### config.mk
export PLATFORM = sky130hd
export DESIGN_NAME = table_revision_tracker_core
export DESIGN_NICKNAME = d
export VERILOG_FILES = /design/src/rtl/trt_pkg.sv /design/src/rtl/trt_row_logic.sv /design/src/rtl/table_revision_tracker_core.sv
export SDC_FILE = /design/constraint.sdc
export NUM_CORES = 2
export LEC_CHECK = 0
export BUFFER_PORTS_ARGS = -buffer_cell sky130_fd_sc_hd__buf_4
export CORE_MARGIN = 2
export CORE_UTILIZATION = 35
export DETAILED_ROUTE_END_ITERATION = 10
export PLACE_DENSITY = 0.51
export SLEW_MARGIN = 15
export SYNTH_ARGS = -nofsm -noshare
export SYNTH_HDL_FRONTEND = slang
export SYNTH_SLANG_ARGS = --single-unit
### constraint.sdc
create_clock -name i_clk -period 15.79 [get_ports i_clk]
set_input_delay 2.3685 -clock i_clk [delete_from_list [all_inputs] [get_ports i_clk]]
set_output_delay 2.3685 -clock i_clk [all_outputs]
set_load 0.01 [all_outputs]
### src/rtl/trt_pkg.sv
// shared types and constants for the table revision tracker
// used by trt_row_logic and table_revision_tracker_core; no dependencies
package trt_pkg;

    // defaults for the top level parameters
    localparam int DEF_NUM_SUBTYPES = 7;
    localparam int DEF_MAX_SECTIONS = 256;

    // field widths
    localparam int SUBTYPE_W = 4;
    localparam int BYTE_W    = 8;
    localparam int VER_W     = 5;

    // stream word widths; the tdata widths are padded to whole bytes
    localparam int IN_TDATA_W  = 40;
    localparam int IN_TUSER_W  = 1;
    localparam int OUT_TDATA_W = 8;

    // protocol constants
    localparam logic [VER_W-1:0]  TOP_VERSION = 5'd31;
    localparam logic [BYTE_W-1:0] GOOD_LENGTH = 8'd3;

    // item kind carried in tuser
    typedef enum logic {
        ACT_DESCRIPTOR = 1'b0,
        ACT_RESTART    = 1'b1
    } t_action;

    // one registered input word
    typedef struct packed {
        t_action               action;
        logic [SUBTYPE_W-1:0]  table_subtype;
        logic [BYTE_W-1:0]     descriptor_length;
        logic [BYTE_W-1:0]     version_byte;
        logic [BYTE_W-1:0]     section_number;
        logic [BYTE_W-1:0]     last_section_number;
    } t_in_word;

    // status from the row update logic
    typedef struct packed {
        logic new_version;
        logic first_seen;
        logic row_empty;
    } t_row_flags;

endpackage

### src/rtl/trt_row_logic.sv
// next-state logic for one subtype row: version compare, bitmap fill,
// section check and clear, and row emptiness; depends on trt_pkg
module trt_row_logic #(
    parameter int MAX_SECTIONS = trt_pkg::DEF_MAX_SECTIONS
) (
    input  logic                        i_valid,
    input  logic [trt_pkg::VER_W-1:0]   i_cur_version,
    input  logic [MAX_SECTIONS-1:0]     i_map,
    input  logic [trt_pkg::VER_W-1:0]   i_version,
    input  logic [trt_pkg::BYTE_W-1:0]  i_section,
    input  logic [trt_pkg::BYTE_W-1:0]  i_last_section,
    output logic [MAX_SECTIONS-1:0]     o_map,
    output trt_pkg::t_row_flags         o_flags
);
    import trt_pkg::*;

    localparam int SEC_W = $clog2(MAX_SECTIONS);

    logic                    w_newer;
    logic [MAX_SECTIONS-1:0] w_fill;
    logic [MAX_SECTIONS-1:0] w_base;
    logic                    w_in_range;
    logic                    w_hit;
    logic [SEC_W-1:0]        w_idx;

    // newer when unseen, greater, or wrapping down from the top version
    assign w_newer = !i_valid || (i_version > i_cur_version) ||
                     ((i_cur_version == TOP_VERSION) && (i_version < i_cur_version));

    // sections 0 to last become unseen on a new version
    always_comb begin
        for (int s = 0; s < MAX_SECTIONS; s++) begin
            w_fill[s] = (9'(s) <= {1'b0, i_last_section});
        end
    end

    assign w_base     = w_newer ? w_fill : i_map;
    assign w_in_range = ({1'b0, i_section} < 9'(MAX_SECTIONS));
    assign w_idx      = i_section[SEC_W-1:0];
    assign w_hit      = w_in_range && w_base[w_idx];

    // clear the section bit when it was unseen
    always_comb begin
        o_map = w_base;
        if (w_hit) begin
            o_map[w_idx] = 1'b0;
        end
    end

    assign o_flags.new_version = w_newer;
    assign o_flags.first_seen  = w_hit;
    assign o_flags.row_empty   = ~|o_map;

endmodule

### src/rtl/table_revision_tracker_core.sv
// top level of the table revision tracker: input register, state rows,
// ready flag and result register; depends on trt_pkg and trt_row_logic
//
//  channel   | direction | tdata                                   | tuser
//  ----------+-----------+-----------------------------------------+--------
//  s_axis    | in        | subtype, length, version, section, last | action
//  m_axis    | out       | accepted, new_version, first, ready     | -
//
// one word per cycle sustained while the output is not stalled; a word
// passes the input register, then the result register; the whole update of
// one subtype row and the all-rows empty check sit between those two.
// synchronous reset and the restart action both clear every row at once.
// a stalled output holds the result; the input register keeps taking words
// as long as the result register can move.
module table_revision_tracker_core #(
    parameter int NUM_SUBTYPES = trt_pkg::DEF_NUM_SUBTYPES,
    parameter int MAX_SECTIONS = trt_pkg::DEF_MAX_SECTIONS
) (
    input  logic                              i_clk,
    input  logic                              i_rst_n,
    input  logic                              i_s_axis_tvalid,
    output logic                              o_s_axis_tready,
    // [3:0] table_subtype, [11:4] descriptor_length, [19:12] version_byte,
    // [27:20] section_number, [35:28] last_section_number, [39:36] zero
    input  logic [trt_pkg::IN_TDATA_W-1:0]    i_s_axis_tdata,
    // [0] action
    input  logic [trt_pkg::IN_TUSER_W-1:0]    i_s_axis_tuser,
    output logic                              o_m_axis_tvalid,
    input  logic                              i_m_axis_tready,
    // [0] accepted, [1] new_version, [2] section_first_seen, [3] ready_res,
    // [7:4] zero
    output logic [trt_pkg::OUT_TDATA_W-1:0]   o_m_axis_tdata
);
    import trt_pkg::*;

    localparam int SUB_W = (NUM_SUBTYPES > 1) ? $clog2(NUM_SUBTYPES) : 1;

    // input register
    logic      r_in_valid;
    t_in_word  r_in;

    // tracking state
    logic                    r_ver_valid [NUM_SUBTYPES];
    logic [VER_W-1:0]        r_version   [NUM_SUBTYPES];
    logic [MAX_SECTIONS-1:0] r_map       [NUM_SUBTYPES];
    logic                    r_ready;

    // result register
    logic        r_out_valid;
    logic [3:0]  r_out;

    logic                    w_advance;
    logic                    w_restart;
    logic                    w_acc;
    logic [SUBTYPE_W-1:0]    w_sub_minus1;
    logic [SUB_W-1:0]        w_idx;
    logic                    w_others_busy;
    logic [MAX_SECTIONS-1:0] w_new_map;
    t_row_flags              w_flags;
    logic                    n_ready;
    t_in_word                w_in_word;

    // handshake: the input register moves when the result register can load
    assign w_advance       = r_in_valid && (!r_out_valid || i_m_axis_tready);
    assign o_s_axis_tready = !r_in_valid || w_advance;
    assign o_m_axis_tvalid = r_out_valid;
    assign o_m_axis_tdata  = {4'd0, r_out};

    // unpack the incoming word
    assign w_in_word.action              = t_action'(i_s_axis_tuser[0]);
    assign w_in_word.table_subtype       = i_s_axis_tdata[3:0];
    assign w_in_word.descriptor_length   = i_s_axis_tdata[11:4];
    assign w_in_word.version_byte        = i_s_axis_tdata[19:12];
    assign w_in_word.section_number      = i_s_axis_tdata[27:20];
    assign w_in_word.last_section_number = i_s_axis_tdata[35:28];

    // descriptor checks
    assign w_restart    = (r_in.action == ACT_RESTART);
    assign w_sub_minus1 = r_in.table_subtype - 4'd1;
    assign w_idx        = w_sub_minus1[SUB_W-1:0];
    assign w_acc        = !w_restart && !r_ready &&
                          (r_in.descriptor_length == GOOD_LENGTH) &&
                          (r_in.table_subtype != 4'd0) &&
                          (r_in.table_subtype <= SUBTYPE_W'(NUM_SUBTYPES));

    // row update for the addressed subtype
    trt_row_logic #(
        .MAX_SECTIONS (MAX_SECTIONS)
    ) u_row (
        .i_valid        (r_ver_valid[w_idx]),
        .i_cur_version  (r_version[w_idx]),
        .i_map          (r_map[w_idx]),
        .i_version      (r_in.version_byte[VER_W-1:0]),
        .i_section      (r_in.section_number),
        .i_last_section (r_in.last_section_number),
        .o_map          (w_new_map),
        .o_flags        (w_flags)
    );

    // any other subtype still waiting on sections
    always_comb begin
        w_others_busy = 1'b0;
        for (int u = 0; u < NUM_SUBTYPES; u++) begin
            if ((SUB_W'(u) != w_idx) && (|r_map[u])) begin
                w_others_busy = 1'b1;
            end
        end
    end

    // ready flag after this word
    always_comb begin
        n_ready = r_ready;
        if (w_restart) begin
            n_ready = 1'b0;
        end else if (w_acc) begin
            if (w_flags.new_version) begin
                n_ready = 1'b0;
            end
            if (w_flags.first_seen && w_flags.row_empty && !w_others_busy) begin
                n_ready = 1'b1;
            end
        end
    end

    // registers
    always_ff @(posedge i_clk) begin
        if (!i_rst_n) begin
            r_in_valid  <= 1'b0;
            r_out_valid <= 1'b0;
            r_ready     <= 1'b0;
            for (int u = 0; u < NUM_SUBTYPES; u++) begin
                r_ver_valid[u] <= 1'b0;
                r_version[u]   <= '0;
                r_map[u]       <= '0;
            end
        end else begin
            // input register
            if (o_s_axis_tready) begin
                r_in_valid <= i_s_axis_tvalid;
                if (i_s_axis_tvalid) begin
                    r_in <= w_in_word;
                end
            end

            // result register
            if (w_advance) begin
                r_out_valid <= 1'b1;
                r_out       <= {n_ready,
                                w_acc && w_flags.first_seen,
                                w_acc && w_flags.new_version,
                                w_acc};
            end else if (i_m_axis_tready) begin
                r_out_valid <= 1'b0;
            end

            // tracking state
            if (w_advance) begin
                r_ready <= n_ready;
                if (w_restart) begin
                    for (int u = 0; u < NUM_SUBTYPES; u++) begin
                        r_ver_valid[u] <= 1'b0;
                        r_version[u]   <= '0;
                        r_map[u]       <= '0;
                    end
                end else if (w_acc) begin
                    r_map[w_idx] <= w_new_map;
                    if (w_flags.new_version) begin
                        r_ver_valid[w_idx] <= 1'b1;
                        r_version[w_idx]   <= r_in.version_byte[VER_W-1:0];
                    end
                end
            end
        end
    end

    // ready only drops through a restart
    a_ready_holds: assert property (@(posedge i_clk) disable iff (!i_rst_n)
        (r_ready && !(w_advance && w_restart)) |=> r_ready)
        else $error("ready flag dropped without restart");

    // a new version or first sighting is only reported on an accepted word
    a_flags_need_accept: assert property (@(posedge i_clk) disable iff (!i_rst_n)
        (r_out_valid && !r_out[0]) |-> (!r_out[1] && !r_out[2]))
        else $error("result flag without accepted descriptor");

    // a restart leaves no ready flag and no accepted result
    a_restart_clears: assert property (@(posedge i_clk) disable iff (!i_rst_n)
        (w_advance && w_restart) |=> (!r_ready && r_out_valid && (r_out == 4'd0)))
        else $error("restart did not clear tracking");

    // a waiting input word is not lost while the output stalls
    a_input_held: assert property (@(posedge i_clk) disable iff (!i_rst_n)
        (r_in_valid && !w_advance) |=> r_in_valid)
        else $error("input word dropped under stall");

endmodule
==> results.sh <==
export IMPL_outcome="finished clean"
export IMPL_critPathRequiredTime_ns=16.53
export IMPL_cts_buffer_depth=4
export IMPL_dieArea_um2=310500
export IMPL_overflow=0
export IMPL_drive_above_1_share_pct=14.20
export IMPL_drt_first_pass_iters=9
export IMPL_synth_top_area_cell="edfxtp_1"
export IMPL_numCtsBuffers=236
export IMPL_cts_repair_resized=0
export IMPL_max_freq_mhz=86.76
export IMPL_h_tree_depth=4
export IMPL_multi_input_area_um2=38870
export IMPL_worst_slew_pin_slew_ns=1.477
export IMPL_hold_ws_ns=0.4374
export IMPL_layout_commonest_cell="edfxtp_1"
export IMPL_drc=0
export IMPL_grt_max_degree=156
export IMPL_hold_violations=0
export IMPL_rsz0062_at_grt="false"
export IMPL_place_area_um2=112300
export IMPL_die_h_um=557.2
export IMPL_viasPerCell=6.748
export IMPL_gp_congestion=1.072
export IMPL_netlist_top_cells_area="edfxtp_1, nor2_1, nor4_1"
export IMPL_clock_sinks=2137
export IMPL_critPathLaunchType="flip-flop"
export IMPL_rows=203
export IMPL_cp_max_fo=155
export IMPL_io_buffers=43
export IMPL_clk_pin_slew_ns=0.06
export IMPL_avgSynthCellArea_um2=11.56
export IMPL_final_nets=9125
export IMPL_seq_area_um2=64060
export IMPL_tns_ns=0
export IMPL_cp_arrival_ns=12.27
export IMPL_synth_main_ff_cell="edfxtp_1"
export IMPL_dr_total_vias=90430
export IMPL_cts_hold_buf=0
export IMPL_cpMostUsedCell="buf_4"
export IMPL_start_util_pct=35.09
export IMPL_r2r_setup_slack_ns=4.26
export IMPL_power_total_w=0.01443
export IMPL_routed_wirelength_um=570600
export IMPL_initialDrtViolationCount=16410
export IMPL_r2r_end="r_out[3]"
export IMPL_ys_ff_latch=2137
export IMPL_antenna_found_initial=64
export IMPL_ir_worst_vdd_uv=110.7
export IMPL_finalMaxSlewViolations=0
export IMPL_end_kind="flip-flop"
export IMPL_wl_per_cell_um=42.58
export IMPL_finalSetupViolations=0
export IMPL_drv_cap=0
export IMPL_postCtsSetupRepairBufs=0
export IMPL_grt_pass1_vias=83970
export IMPL_ys_seq_area_share_pct=59.80
export IMPL_ant_nets=0
export IMPL_clockRootBuffer="clkbuf_16"
export IMPL_p_per_area_nw_per_um2=120.1
export IMPL_synth_top_area_share_pct=59.59
export IMPL_rr_startpoint="r_in[32]"
export IMPL_layout_cells_most_common_list="edfxtp_1, nor2_1, nor4_1"
export IMPL_critical_path_buf_inv_count=8
export IMPL_grtUsageTotal_pct=35.64
export IMPL_synthesis_area_um2=107100
export IMPL_ff2ff_path_depth=27
export IMPL_crit_end="r_out[3]"
export IMPL_synthDistinctLibCells=112
export IMPL_dp_hpwl_um=389800
export IMPL_fin_area_um2=120100
export IMPL_crit_slowest_cell="ha_4"
export IMPL_crit_type="reg -> reg"
export IMPL_n_fill_cell=29360
export IMPL_worstSkewPairLatency_ns=0.98
export IMPL_fin_crit_sh_pct=72.99
export IMPL_layout_min_cycle_time_ns=11.53
export IMPL_path_delay_family="simple AND/OR/NAND/NOR gates"
export IMPL_synth_edff_count=2126
export IMPL_synth_async_sr_flop_share_pct=0
export IMPL_cp_depth=27
export IMPL_yosys_warnings=0
export IMPL_p_leak_nw=43.50
export IMPL_min_path_cells=2
export IMPL_die_x_um=557.2
export IMPL_core_um2=305300
export IMPL_finClkSkew_ns=0.09119
export IMPL_hold_path_class="reg -> reg"
export IMPL_grt_pass1_wl_um=758200
export IMPL_cp_startpoint="r_in[32]"
export IMPL_cpPeakStageDelay_ns=0.75
export IMPL_syn_inst=9266
export IMPL_max_slew_margin_pct=1.557
export IMPL_syn_to_final_growth_pct=12.13
export IMPL_ios=55
export IMPL_place_inst=12930
export IMPL_fin_cells=13400
export IMPL_cts_tree="built"
flip-flops by register name, indices dropped and copies added (netlist names):
register	count
r_in	33
r_version	40
o_m_axis_tvalid	1
r_ready	1
r_map	2048
r_ver_valid	8
r_out	4
r_in_valid	1
w_restart	1
final cells by class:
type	count	area share (%)
Antenna cell	31	0.06458
Timing Repair Buffer	392	2.637
Inverter	275	0.8718
Tap cell	4100	4.270
Clock buffer	285	5.120
Clock inverter	153	1.347
Sequential cell	2137	53.33
Multi-Input combinational cell	6028	32.36
synth_stat cells (76+ instances only):
| master | number |
|---|---|
| and2_1 | 76 |
| nor4_1 | 503 |
| a21oi_1 | 186 |
| clkbuf_1 | 533 |
| o21ai_0 | 236 |
| nand3_1 | 104 |
| mux4_2 | 109 |
| nor2_1 | 2006 |
| inv_1 | 270 |
| a221o_1 | 121 |
| buf_2 | 151 |
| a22oi_1 | 177 |
| nand4_1 | 177 |
| buf_4 | 90 |
| mux2i_1 | 286 |
| mux2_2 | 252 |
| edfxtp_1 | 2126 |
| nand2_1 | 390 |
| a221oi_1 | 195 |
worst min-delay path: cells and delay by family (launching register included):
kind	cells	cell delay, ns
flip-flops	1	0.30
AND/OR/NAND/NOR	2	0.09
per-layer routing:
metal / GRT usage, % / vias up / part of all wire [%]
li1: - / 35110 / -
met1: 48.00 / 46590 / 39
met2: 52.35 / 7173 / 43
met3: 9.275 / 1523 / 12
met4: 19.15 / 38 / 6.4
met5: 0 / - / 0.045
where the power goes:
group / switching, W / leakage [nW] / internal, W
clock network: 0.00244 / 3.78 / 0.00322
logic: 0.00165 / 17.8 / 0.000483
registers: 0.000164 / 22.0 / 0.00648
cell families (layout without fill, tap and decap cells):
family	count (synthesis)	count (layout)	synth area share [%]
flip-flops	2137	2137	59.80
buffers and inverters	1104	1105	4.542
other	1	35	0.003501
adder cells (fa/ha/maj)	11	11	0.1261
AO/OA/AOI/OAI	1728	1728	12.05
multiplexers	653	653	7.737
AND/OR/NAND/NOR	3632	3632	15.74
stage by stage:
step	utilization (%)	setup slack, ns
floorplan	-	3.990
global placement	36.77	4.692
detailed placement	36.77	4.717
CTS	39.31	4.677
global route	39.32	4.258
finish	39.35	4.264
worst min-delay path by stage:
stage	start	to	slack (ns)
after floorplan	r_ver_valid[0]	r_ver_valid[0]	0.42
after global placement	r_ver_valid[3]	r_ver_valid[3]	0.43
after detailed placement	r_ver_valid[0]	r_ver_valid[0]	0.43
after CTS	r_ver_valid[0]	r_ver_valid[0]	0.44
after global routing	r_ver_valid[6]	r_ver_valid[6]	0.46
final	r_ver_valid[0]	r_ver_valid[0]	0.44
No activity file was read; power rests on OpenSTA's default activity.
